$ cat src/rtl/core/ucw_pkg.sv
// Shared types, constants and the screen width table for the UTF-8 column
// width measure. No dependencies; the decoder, measure stage, top level and testbench import this package.
package ucw_pkg;

    localparam int CP_W     = 21;
    localparam int FIELD_W  = 16;
    localparam int CFG_IDX_W = 2;

    localparam logic [CFG_IDX_W-1:0] REG_COLUMN_LIMIT = 2'd0;
    localparam logic [CFG_IDX_W-1:0] REG_BASE_OFFSET  = 2'd1;

    localparam logic [FIELD_W-1:0] COLUMN_LIMIT_RESET = 16'hFFFF;
    localparam logic [FIELD_W-1:0] BASE_OFFSET_RESET  = 16'h0000;

    localparam logic [CP_W-1:0] REPLACEMENT = 21'h00FFFD;
    localparam logic [CP_W-1:0] CP_SO       = 21'h00000E;
    localparam logic [CP_W-1:0] CP_SI       = 21'h00000F;

    localparam int NUM_RANGES = 37;

    localparam logic [CP_W-1:0] RANGE_TOP [NUM_RANGES] = '{
        21'd126,    21'd159,    21'd687,    21'd710,    21'd711,    21'd727,
        21'd733,    21'd879,    21'd1154,   21'd1161,   21'd4347,   21'd4447,
        21'd7467,   21'd7521,   21'd8369,   21'd8426,   21'd9000,   21'd9002,
        21'd11021,  21'd12350,  21'd12351,  21'd12438,  21'd12442,  21'd19893,
        21'd19967,  21'd55203,  21'd63743,  21'd64106,  21'd65039,  21'd65059,
        21'd65131,  21'd65279,  21'd65376,  21'd65500,  21'd120831, 21'd262141,
        21'd1114109
    };

    localparam logic [1:0] RANGE_COLS [NUM_RANGES] = '{
        2'd1, 2'd0, 2'd1, 2'd0, 2'd1, 2'd0, 2'd1, 2'd0, 2'd1, 2'd0, 2'd1, 2'd2,
        2'd1, 2'd0, 2'd1, 2'd0, 2'd1, 2'd2, 2'd1, 2'd2, 2'd1, 2'd2,
        2'd0, 2'd2, 2'd1, 2'd2, 2'd1, 2'd2, 2'd1, 2'd0, 2'd2, 2'd1,
        2'd2, 2'd1, 2'd1, 2'd2, 2'd1
    };

    typedef struct packed {
        logic [7:0] data_byte;
        logic       end_of_text;
    } in_payload_t;

    typedef struct packed {
        logic [CP_W-1:0]    code_point;
        logic [1:0]         char_width;
        logic [FIELD_W-1:0] start_offset;
        logic [FIELD_W-1:0] columns_before;
        logic [FIELD_W-1:0] columns_after;
        logic               fits;
        logic               replaced;
        logic               text_done;
    } out_payload_t;

    // Decoder to measure stage: one finished character
    typedef struct packed {
        logic            emit;
        logic [CP_W-1:0] code_point;
        logic            replaced;
        logic            done;
    } dec_t;

    // First matching range wins; shift-out and shift-in are zero width
    function automatic logic [1:0] cols_of(input logic [CP_W-1:0] cp);
        logic [1:0] w;
        w = 2'd1;
        for (int k = NUM_RANGES - 1; k >= 0; k--) begin
            if (cp <= RANGE_TOP[k]) begin
                w = RANGE_COLS[k];
            end
        end
        if (cp == CP_SO || cp == CP_SI) begin
            w = 2'd0;
        end
        return w;
    endfunction

endpackage

$ cat src/rtl/core/ucw_stream_if.sv
// Valid/ready stream channel with a typed payload.
// Payload type comes from ucw_pkg at the instantiation site.
interface ucw_stream_if #(parameter type payload_t = logic);
    logic     valid;
    logic     ready;
    payload_t payload;

    modport source (output valid, output payload, input ready);
    modport sink   (input valid, input payload, output ready);
endinterface

$ cat src/rtl/core/ucw_decoder.sv
// UTF-8 sequence decoder: holds the partial sequence and byte position,
// and flags a finished character when a sequence completes or the text ends. Uses ucw_pkg.
module ucw_decoder
    import ucw_pkg::*;
#(
    parameter int OFFSET_BITS = 16
)
(
    input  logic                   clk,
    input  logic                   rst_n,
    input  logic                   step,
    input  logic [7:0]             data_byte,
    input  logic                   end_of_text,
    output dec_t                   dec,
    output logic [OFFSET_BITS-1:0] char_pos
);

    localparam logic [OFFSET_BITS-1:0] OFF_MAX = '1;

    logic [1:0]             pending_reg, pending_next;
    logic [7:0]             lead_reg, lead_next;
    logic [CP_W-1:0]        gathered_reg, gathered_next;
    logic                   invalid_reg, invalid_next;
    logic [OFFSET_BITS-1:0] counter_reg, counter_next;
    logic [OFFSET_BITS-1:0] start_reg, start_next;
    logic [1:0]             need_new;
    logic [1:0]             need_held;
    logic [1:0]             pending_dec;

    function automatic logic [1:0] tail_len(input logic [7:0] lead);
        logic [1:0] n;
        if (!lead[7]) begin
            n = 2'd0;
        end
        else if ((lead & 8'h60) == 8'h40) begin
            n = 2'd1;
        end
        else if ((lead & 8'h70) == 8'h60) begin
            n = 2'd2;
        end
        else begin
            n = 2'd3;
        end
        return n;
    endfunction

    always_comb begin
        need_new      = tail_len(data_byte);
        need_held     = tail_len(lead_reg);
        pending_dec   = pending_reg - 2'd1;
        pending_next  = pending_reg;
        lead_next     = lead_reg;
        gathered_next = gathered_reg;
        invalid_next  = invalid_reg;
        start_next    = start_reg;
        counter_next  = (counter_reg != OFF_MAX) ? counter_reg + 1'b1 : counter_reg;
        dec.emit       = 1'b0;
        dec.code_point = REPLACEMENT;
        dec.replaced   = 1'b1;
        dec.done       = end_of_text;

        if (pending_reg == 2'd0) begin
            start_next   = counter_reg;
            lead_next    = data_byte;
            invalid_next = 1'b0;
            pending_next = need_new;
            case (need_new)
                2'd0:
                begin
                    dec.emit       = 1'b1;
                    dec.code_point = CP_W'(data_byte);
                    dec.replaced   = 1'b0;
                end
                2'd1:
                begin
                    gathered_next = CP_W'(data_byte[4:0]);
                    dec.emit      = end_of_text;
                end
                2'd2:
                begin
                    gathered_next = CP_W'(data_byte[3:0]);
                    dec.emit      = end_of_text;
                end
                default:
                begin
                    if ((data_byte & 8'h78) == 8'h70) begin
                        gathered_next = CP_W'(data_byte[2:0]);
                    end
                    else begin
                        gathered_next = '0;
                        invalid_next  = 1'b1;
                    end
                    dec.emit = end_of_text;
                end
            endcase
        end
        else begin
            // surrogate check applies to the first continuation after ED only
            invalid_next = invalid_reg
                         || (data_byte[7:6] != 2'b10)
                         || (pending_reg == need_held && need_held == 2'd2
                             && lead_reg[3:0] == 4'hD && data_byte[5]);
            gathered_next = {gathered_reg[CP_W-7:0], data_byte[5:0]};
            pending_next  = pending_dec;
            if (pending_dec == 2'd0) begin
                dec.emit       = 1'b1;
                dec.replaced   = invalid_next;
                dec.code_point = invalid_next ? REPLACEMENT : gathered_next;
            end
            else begin
                dec.emit = end_of_text;
            end
        end

        char_pos = start_next;

        if (end_of_text) begin
            pending_next  = '0;
            lead_next     = '0;
            gathered_next = '0;
            invalid_next  = 1'b0;
            counter_next  = '0;
            start_next    = '0;
        end
    end

    always_ff @(posedge clk or negedge rst_n) begin
        if (!rst_n) begin
            pending_reg  <= '0;
            lead_reg     <= '0;
            gathered_reg <= '0;
            invalid_reg  <= 1'b0;
            counter_reg  <= '0;
            start_reg    <= '0;
        end
        else if (step) begin
            pending_reg  <= pending_next;
            lead_reg     <= lead_next;
            gathered_reg <= gathered_next;
            invalid_reg  <= invalid_next;
            counter_reg  <= counter_next;
            start_reg    <= start_next;
        end
    end

endmodule

$ cat src/rtl/core/ucw_measure.sv
// Column accounting: width lookup, running fitted total with overflow
// freeze, and saturated absolute start offset. Uses ucw_pkg.
module ucw_measure
    import ucw_pkg::*;
#(
    parameter int OFFSET_BITS = 16,
    parameter int COLUMN_BITS = 16
)
(
    input  logic                   clk,
    input  logic                   rst_n,
    input  logic                   step,
    input  dec_t                   dec,
    input  logic [OFFSET_BITS-1:0] char_pos,
    input  logic [FIELD_W-1:0]     column_limit,
    input  logic [FIELD_W-1:0]     base_offset,
    output out_payload_t           result
);

    localparam int SUM_W = (COLUMN_BITS + 1 > FIELD_W) ? COLUMN_BITS + 1 : FIELD_W;
    localparam int OFS_W = ((OFFSET_BITS > FIELD_W) ? OFFSET_BITS : FIELD_W) + 1;
    localparam logic [COLUMN_BITS-1:0] COL_MAX = '1;
    localparam logic [OFFSET_BITS-1:0] OFF_MAX = '1;

    logic [COLUMN_BITS-1:0] total_reg, total_next;
    logic                   over_reg, over_next;
    logic [1:0]             width;
    logic [SUM_W-1:0]       sum;
    logic                   fit;
    logic [COLUMN_BITS-1:0] after;
    logic [OFS_W-1:0]       start_sum;
    logic [OFFSET_BITS-1:0] start_sat;

    always_comb begin
        width     = cols_of(dec.code_point);
        sum       = SUM_W'(total_reg) + SUM_W'(width);
        fit       = !over_reg && (sum <= SUM_W'(column_limit));
        after     = total_reg;
        if (fit) begin
            after = (sum > SUM_W'(COL_MAX)) ? COL_MAX : sum[COLUMN_BITS-1:0];
        end
        start_sum = OFS_W'(base_offset) + OFS_W'(char_pos);
        start_sat = (start_sum > OFS_W'(OFF_MAX)) ? OFF_MAX : start_sum[OFFSET_BITS-1:0];

        result.code_point     = dec.code_point;
        result.char_width     = width;
        result.start_offset   = FIELD_W'(start_sat);
        result.columns_before = FIELD_W'(total_reg);
        result.columns_after  = FIELD_W'(after);
        result.fits           = fit;
        result.replaced       = dec.replaced;
        result.text_done      = dec.done;

        total_next = total_reg;
        over_next  = over_reg;
        if (dec.done) begin
            total_next = '0;
            over_next  = 1'b0;
        end
        else if (dec.emit) begin
            total_next = after;
            over_next  = over_reg || !fit;
        end
    end

    always_ff @(posedge clk or negedge rst_n) begin
        if (!rst_n) begin
            total_reg <= '0;
            over_reg  <= 1'b0;
        end
        else if (step) begin
            total_reg <= total_next;
            over_reg  <= over_next;
        end
    end

endmodule

$ cat src/rtl/core/utf8_column_width_measure.sv
// Top level of the UTF-8 column width measure: input register, decoder,
// measure stage, result register and config registers. Uses ucw_pkg.
//
//  channel      dir  handshake      payload
//  byte_stream  in   valid/ready    data_byte, end_of_text
//  char_stream  out  valid/ready    code_point .. text_done (one per character)
//  cfg          in   cfg_we         cfg_index, cfg_data (no read-back)
//
// One byte per cycle sustained while char_stream takes its characters; a byte passes
// through the input register and then the result register on its way to char_stream.
// The decoder and column logic between them is one combinational step.
// Bytes that end no character advance even while the result register stalls.
// Reset clears all decoder and column state and loads the register defaults.
module utf8_column_width_measure
    import ucw_pkg::*;
#(
    parameter int OFFSET_BITS = 16,
    parameter int COLUMN_BITS = 16
)
(
    input  logic                  clk,
    input  logic                  rst_n,
    input  logic                  cfg_we,
    input  logic [CFG_IDX_W-1:0]  cfg_index,
    input  logic [FIELD_W-1:0]    cfg_data,
    ucw_stream_if.sink            byte_stream,
    ucw_stream_if.source          char_stream
);

    logic [FIELD_W-1:0]     column_limit_reg;
    logic [FIELD_W-1:0]     base_offset_reg;
    logic                   in_valid_reg, in_valid_next;
    in_payload_t            in_data_reg;
    logic                   out_valid_reg, out_valid_next;
    out_payload_t           out_data_reg;
    logic                   advance;
    dec_t                   dec;
    logic [OFFSET_BITS-1:0] char_pos;
    out_payload_t           result;

    ucw_decoder #(
        .OFFSET_BITS (OFFSET_BITS)
    ) u_decoder (
        .clk         (clk),
        .rst_n       (rst_n),
        .step        (advance),
        .data_byte   (in_data_reg.data_byte),
        .end_of_text (in_data_reg.end_of_text),
        .dec         (dec),
        .char_pos    (char_pos)
    );

    ucw_measure #(
        .OFFSET_BITS (OFFSET_BITS),
        .COLUMN_BITS (COLUMN_BITS)
    ) u_measure (
        .clk          (clk),
        .rst_n        (rst_n),
        .step         (advance),
        .dec          (dec),
        .char_pos     (char_pos),
        .column_limit (column_limit_reg),
        .base_offset  (base_offset_reg),
        .result       (result)
    );

    always_comb begin
        advance = in_valid_reg && (!dec.emit || !out_valid_reg || char_stream.ready);
        byte_stream.ready = !in_valid_reg || advance;

        in_valid_next = in_valid_reg;
        if (byte_stream.valid && byte_stream.ready) begin
            in_valid_next = 1'b1;
        end
        else if (advance) begin
            in_valid_next = 1'b0;
        end

        out_valid_next = out_valid_reg;
        if (advance && dec.emit) begin
            out_valid_next = 1'b1;
        end
        else if (char_stream.ready) begin
            out_valid_next = 1'b0;
        end

        char_stream.valid   = out_valid_reg;
        char_stream.payload = out_data_reg;
    end

    always_ff @(posedge clk or negedge rst_n) begin
        if (!rst_n) begin
            in_valid_reg     <= 1'b0;
            out_valid_reg    <= 1'b0;
            column_limit_reg <= COLUMN_LIMIT_RESET;
            base_offset_reg  <= BASE_OFFSET_RESET;
        end
        else begin
            in_valid_reg  <= in_valid_next;
            out_valid_reg <= out_valid_next;
            if (cfg_we) begin
                case (cfg_index)
                    REG_COLUMN_LIMIT: column_limit_reg <= cfg_data;
                    REG_BASE_OFFSET:  base_offset_reg  <= cfg_data;
                    default:          ;
                endcase
            end
        end
    end

    always_ff @(posedge clk) begin
        if (byte_stream.valid && byte_stream.ready) begin
            in_data_reg <= byte_stream.payload;
        end
        if (advance && dec.emit) begin
            out_data_reg <= result;
        end
    end

    // a held byte is never dropped or overwritten before it advances
    a_in_hold: assert property (@(posedge clk) disable iff (!rst_n)
        in_valid_reg && !advance |=> in_valid_reg && $stable(in_data_reg))
        else $error("input register lost a byte");

    // a character that does not fit leaves the column total unchanged
    a_nofit_frozen: assert property (@(posedge clk) disable iff (!rst_n)
        out_valid_reg && !out_data_reg.fits
            |-> out_data_reg.columns_after == out_data_reg.columns_before)
        else $error("column total moved on a character that does not fit");

    // a replaced character always carries the replacement code point
    a_replaced_cp: assert property (@(posedge clk) disable iff (!rst_n)
        out_valid_reg && out_data_reg.replaced |-> out_data_reg.code_point == REPLACEMENT)
        else $error("replaced character without replacement code point");

endmodule

$ cat src/flat_wrapper.sv
// flat-port wrapper written by rule: the top's interface ports become plain ports
module utf8_column_width_measure_flat import ucw_pkg::*;
#(
    parameter int OFFSET_BITS = 16,
    parameter int COLUMN_BITS = 16
)
  (clk, rst_n, cfg_we, cfg_index, cfg_data, byte_stream_valid, byte_stream_payload, byte_stream_ready, char_stream_valid, char_stream_payload, char_stream_ready);
  ucw_stream_if #(.payload_t(in_payload_t)) byte_stream_i ();
  ucw_stream_if #(.payload_t(out_payload_t)) char_stream_i ();
  input  logic clk;
  input  logic rst_n;
  input  logic cfg_we;
  input  logic [CFG_IDX_W-1:0] cfg_index;
  input  logic [FIELD_W-1:0] cfg_data;
  input wire logic [$bits(byte_stream_i.valid)-1:0] byte_stream_valid;
  input wire logic [$bits(byte_stream_i.payload)-1:0] byte_stream_payload;
  output wire logic [$bits(byte_stream_i.ready)-1:0] byte_stream_ready;
  output wire logic [$bits(char_stream_i.valid)-1:0] char_stream_valid;
  output wire logic [$bits(char_stream_i.payload)-1:0] char_stream_payload;
  input wire logic [$bits(char_stream_i.ready)-1:0] char_stream_ready;
  assign byte_stream_i.valid = byte_stream_valid;
  assign byte_stream_i.payload = byte_stream_payload;
  assign byte_stream_ready = byte_stream_i.ready;
  assign char_stream_valid = char_stream_i.valid;
  assign char_stream_payload = char_stream_i.payload;
  assign char_stream_i.ready = char_stream_ready;
  utf8_column_width_measure #(.OFFSET_BITS(OFFSET_BITS), .COLUMN_BITS(COLUMN_BITS)) u_core (.clk(clk), .rst_n(rst_n), .cfg_we(cfg_we), .cfg_index(cfg_index), .cfg_data(cfg_data), .byte_stream(byte_stream_i), .char_stream(char_stream_i));
endmodule
$ cat config.mk
export PLATFORM = sky130hd
export DESIGN_NAME = utf8_column_width_measure_flat
export DESIGN_NICKNAME = d
export VERILOG_FILES = /design/src/rtl/core/ucw_pkg.sv /design/src/rtl/core/ucw_stream_if.sv /design/src/rtl/core/ucw_decoder.sv /design/src/rtl/core/ucw_measure.sv /design/src/rtl/core/utf8_column_width_measure.sv /design/src/flat_wrapper.sv
export SDC_FILE = /design/constraint.sdc
export NUM_CORES = 1
export LEC_CHECK = 0
export BUFFER_PORTS_ARGS = -buffer_cell sky130_fd_sc_hd__buf_2
export CAP_MARGIN = 20
export CORE_MARGIN = 2
export CORE_UTILIZATION = 56
export CTS_BUF_LIST = sky130_fd_sc_hd__clkbuf_4 sky130_fd_sc_hd__clkbuf_8
export CTS_CLUSTER_SIZE = 12
export DETAILED_ROUTE_END_ITERATION = 8
export GPL_ROUTABILITY_DRIVEN = 0
export PLACE_DENSITY_LB_ADDON = 0.12
export SLEW_MARGIN = 20
export SYNTH_ARGS = -nofsm -noshare
export SYNTH_HDL_FRONTEND = slang
export SYNTH_SLANG_ARGS = --single-unit
export TNS_END_PERCENT = 100
$ cat constraint.sdc
create_clock -name clk -period 6.9 [get_ports clk]
set_clock_uncertainty 0.2 [all_clocks]
set_input_delay 1.035 -clock clk [delete_from_list [all_inputs] [get_ports clk]]
set_output_delay 1.035 -clock clk [all_outputs]
set_load 0.01 [all_outputs]
# Word-level counts from Yosys, hierarchy flattened
# Cells that the tools add are included.
# word_totals
register_bits	192
input_bits	32
word_cells	191
output_inout_bits	76
# classes
n_lt_le_gt_ge	39
addsub	4
mux	75
eq_ne	16
reduce_logical	35
# ops
cell	n
21-bit by 14-bit <= comparator with 1-bit output, second input constant	9
21-bit by 16-bit <= comparator with 1-bit output, second input constant	9
16-bit 2-to-1 mux	8
21-bit by 10-bit <= comparator with 1-bit output, second input constant	6
2-bit 2-to-1 mux	43
21-bit by 13-bit <= comparator with 1-bit output, second input constant	4
15-bit case mux with 3 select lines	1
21-bit by 4-bit == test with 1-bit output, second input constant	2
21-bit by 11-bit <= comparator with 1-bit output, second input constant	2
21-bit by 15-bit <= comparator with 1-bit output, second input constant	2
17-bit by 16-bit greater-than comparator with 1-bit output, second input constant	2
15-bit 2-to-1 mux	2
23-bit 2-to-1 mux	1
22-bit 2-to-1 mux	1
21-bit by 17-bit <= comparator with 1-bit output, second input constant	1
21-bit by 18-bit <= comparator with 1-bit output, second input constant	1
21-bit by 7-bit <= comparator with 1-bit output, second input constant	1
21-bit by 8-bit <= comparator with 1-bit output, second input constant	1
21-bit 2-to-1 mux	1
16-bit by 16-bit adder with 17-bit output	1
16-bit by 2-bit adder with 17-bit output	1
17-bit by 16-bit <= comparator with 1-bit output	1
17-bit 2-to-1 mux	1
16-bit by 1-bit adder with 16-bit output, second input constant	1
other kinds (19)	67

# Longest topological paths before layout
# depth
word_depth	57
ltp_mapped	34
mapped_depth_nobuf	30

# Modules after synthesis
# A second synthesis with hierarchy kept.
# hier_totals
cells_unflattened	1101
hier_area_um2	10958.0
# modules_own_cells
mod	cells_each	instances	seq_area_each_um2	area_per_inst_um2
ucw_measure	610	1	425.4	4126.5
utf8_column_width_measure	161	1	3363.2	3823.7
ucw_decoder	330	1	1451.4	3007.9

# Worst setup path before layout
# Ideal clock, no wire load.
# synth_path
path_kind	flip-flop to flip-flop
startpoint	register u_core.in_data_reg[7] (netlist name)
endpoint	register u_core.out_data_reg (netlist bit u_core.char_stream.payload[18]) (data pin)
slack_ps	294
path_stages_with_launch	30
required_ps	6444
path_buffers	3
arrival_ps	6150
setup_time_ps	256
period_less_slack_ps	6606
cell_sequence	edfxtp_1 -> buf_6 -> or4b_4 -> or4_4 -> nor4_2 -> a31oi_1 -> a2111oi_2 -> nor4_1 -> o211ai_1 -> a32o_2 -> ha_1 -> inv_1 -> fa_1 -> nand3b_1 -> nor3_1 -> and3_1 -> clkbuf_1 -> and3_1 -> and3_1 -> xor2_1 -> ha_1 -> o21ai_0 -> nand2b_1 -> a21oi_1 -> a21oi_1 -> o22a_1 -> o31ai_1 -> nand2_1 -> buf_2 -> o22a_1
# synth_rtl
item	line_no	source
start: declaration	utf8_column_width_measure.sv:33	in_payload_t in_data_reg;
start signal: assignment	utf8_column_width_measure.sv:113	in_data_reg <= byte_stream.payload;
end signal: assignment	utf8_column_width_measure.sv:116	out_data_reg <= result;
end: declaration	utf8_column_width_measure.sv:35	out_payload_t out_data_reg;

==> results.py <==
metrics = {
    "worst_setup_path": {
        "crit_required_ns": 7.10,
        "cp_slowest_cell": "or4b_4",
        "crit_fanout": 11,
        "end_kind": "flop",
        "cp_num_buf_inv": 2,
        "critPathMaxStageDelay_ns": 0.57,
        "cp-start-kind": "flop",
        "r2r_start": "u_core.in_data_reg[8]$_DFFE_PP_",
        "crit_family": "simple AND/OR/NAND/NOR gates",
        "crit_path_frequent_cell": "a21oi_1",
        "cp-startpoint": "u_core.in_data_reg[8]$_DFFE_PP_",
        "criticalPathCategory": "reg -> reg",
        "critPathArrivalTime_ns": 6.86,
    },
    "placement": {
        "hpwl_microns": 22800,
        "portBuffers": 107,
        "placed_area_sq_mm": 0.0123,
        "dpl_worst_slack_ns": 0.0933,
    },
    "yosys": {
        "postSynthCellCount": 1231,
        "synth-edff-count": 83,
        "synth_top_area_frac": 0.220,
        "synth_top_family_by_area": "simple AND/OR/NAND/NOR gates",
        "synth.yosys.seq_area_share": 0.463,
        "synth-xor-area-share": 0.0379,
        "yosys_warnings": 0,
        "yosysTopAreaCell": "edfxtp_1",
        "synthTopCellsByArea": "edfxtp_1 22%, dfrtp_1 21%, nand2_1 6.7%, ha_1 3.9%, dfstp_2 3.7%",
        "synth_compound_area_frac": 0.168,
        "ys_async_sr_fraction": 0.568,
        "synthesis.area_sq_mm": 0.0113,
        "syn_nets": 1300,
        "yosys.cell_types.count": 90,
        "avgSynthCellArea_sq_um": 9.20,
        "synthAdderAreaFrac": 0.0422,
        "synth.mux.area_fraction": 0.0178,
        "synth_ff_type": "dfrtp_1",
        "synthSimpleGateAreaFrac": 0.225,
        "ys_ff_latch": 192,
    },
    "layout": {
        "fin_nets": 1421,
        "syn2layout_area_growth_pct": 15.5,
        "seq_area_sq_mm": 0.00524,
        "fin_area_sq_mm": 0.0131,
        "diodes": 0,
        "largest_reg_flops": 74,
        "fill_cells": 1674,
        "multi_input_area_sq_mm": 0.00573,
        "drive_above_1_share": 0.225,
    },
    "outcome": {
        "violations": "design-rule violations",
        "outcome": "finished, violations left",
    },
    "clock_tree": {
        "cts_made_buffers": 17,
        "cts_tree": "done",
        "htree_num_levels": 4,
        "clk_pin_slew_ns": 0.11,
        "postCtsHoldBufs": 0,
        "clockBufferDepth": 2,
        "cts_sinks": 192,
        "clockRootBuffer": "clkbuf_8",
        "clock_latency_ns": 0.48,
    },
    "detailed_routing": {
        "detail_route.first_pass.iterations": 9,
        "routedWlPerCell_microns": 19.5,
        "first_iter_violations": 1495,
        "num_vias": 10200,
        "drc": 2,
        "detail_route.vias_per_cell": 6.25,
        "detail-route-antenna-nets": 0,
        "wirelength_microns": 32000,
    },
    "floorplanning": {
        "fp-row-count": 52,
        "start_util": 0.565,
        "io_pins": 108,
        "die_area_sq_mm": 0.0214,
        "core_sq_mm": 0.0200,
        "die_w_microns": 146,
        "fp.dieH_microns": 146,
    },
    "power": {
        "p_leak_uw": 0.00551,
        "power_density_mw_per_mm2": 274,
        "finalPower_uw": 3580,
        "ir_drop_mv": 0.154,
    },
    "hold_path": {
        "hold_class": "in -> async",
    },
    "timing": {
        "setup_slack_ns": 0.235,
        "tns_ns": 0,
        "finalCritPeriodShare": 0.966,
        "final_max_slew_viol_count": 0,
        "finalSetupViolCount": 0,
        "holdWs_ns": 0.289,
        "hold_violations": 0,
        "max_freq_mhz": 150,
        "worstMarginPinSlew_ns": 0.955,
        "fin_crit_ns": 6.66,
        "relSlewSlack": 0.359,
    },
    "grt": {
        "grt-ovfl-total": 0,
        "grt_usage": 0.297,
        "grt_max_degree": 77,
        "grt_pass1_vias": 9663,
        "antenna_found_initial": 1,
        "grt_pass1_wl_microns": 50500,
    },
    "job": {
        "maxCapViolCount": 0,
    },
}
through the flow:
step | instances | utilization
floorplan | 1231 | -
global placement | 1589 | 0.616
detailed placement | 1589 | 0.616
CTS | 1621 | 0.638
global route | 1635 | 0.653
finish | 1635 | 0.653
power breakdown:
part / internal, uW / leakage, uW / switching [uW]
combinational: 449 / 0.00308 / 774
clock: 379 / 0.000227 / 450
sequential: 1420 / 0.00220 / 107
placed cells by master (no fill, tap or decap), drive strengths merged, types with 16 or more instances in the layout:
master	synthesis	layout
and3	18	18
o21ai	91	91
xnor2	20	20
clkbuf	63	17
nand4	20	20
nor4	16	16
ha	35	35
nand3	44	44
a21oi	51	51
nor3	41	41
nor2	88	88
dfstp	16	16
edfxtp	83	83
buf	18	183
inv	51	61
mux2	17	17
a31oi	18	18
xor2	29	29
dfrtp	93	93
nand2	203	203
kinds of logic after synthesis:
logic type / Yosys count
AOI/OAI and AO/OA: 285
xor gates and xnor gates: 49
adders and majority gates: 37
buffers and inverters: 133
DFF: 192
muxes: 18
and+or+nand+nor: 517
final timing paths:
path,to,slack [ns],depth (start not counted)
max,u_core.u_measure.total_reg[4]$_DFFE_PN0P_,0.24,28
min,u_core.base_offset_reg[7]$_DFFE_PN0P_,0.29,1
max reg2reg,u_core.u_measure.total_reg[4]$_DFFE_PN0P_,0.24,28
min reg2reg,u_core.u_decoder.start_reg[2]$_DFFE_PN0P_,0.29,2
max in group asynchronous,u_core.u_decoder.pending_reg[0]$_DFFE_PN0P_,4.88,2
min in group clk,u_core.u_decoder.start_reg[2]$_DFFE_PN0P_,0.29,2
synthesized netlist by cell type (all sizes together), types with 9 or more instances:
| library cell | count |
|---|---|
| o211ai | 9 |
| a22o | 12 |
| nor2b | 9 |
| inv | 51 |
| nor2 | 88 |
| o21ai | 91 |
| xnor2 | 20 |
| o41ai | 12 |
| a21oi | 51 |
| edfxtp | 83 |
| nand4 | 20 |
| ha | 35 |
| nand3 | 44 |
| nand2 | 203 |
| clkbuf | 63 |
| dfstp | 16 |
| xor2 | 29 |
| buf | 18 |
| dfrtp | 93 |
| or4 | 10 |
| o31ai | 11 |
| nor4 | 16 |
| a31oi | 18 |
| or3 | 15 |
| and3 | 18 |
| nor3 | 41 |
| o21a | 15 |
| nand2b | 12 |
| mux2 | 17 |
area by class of cell:
type                    count  share of cell area
multi-input cells         906               0.438
flip-flops and latches    192               0.401
repair buffers            183              0.0863
well taps                 270              0.0258
clock buffers              17              0.0179
clock inverters            15              0.0163
inverters                  52              0.0151
per-layer routing:
layer  GRT usage  up-vias  part of all wire
met5           0        -           0.00041
met4       0.120        2             0.047
met3      0.0650      173             0.088
met2       0.484      561              0.47
met1       0.389     4771              0.40
li1            -     4705                 -
repair_timing:
action                     CTS  global route
gates resized for setup      0            37
setup buffers                0            13
setup endpoints to repair    0            34
(Power assumes the default switching activity.)
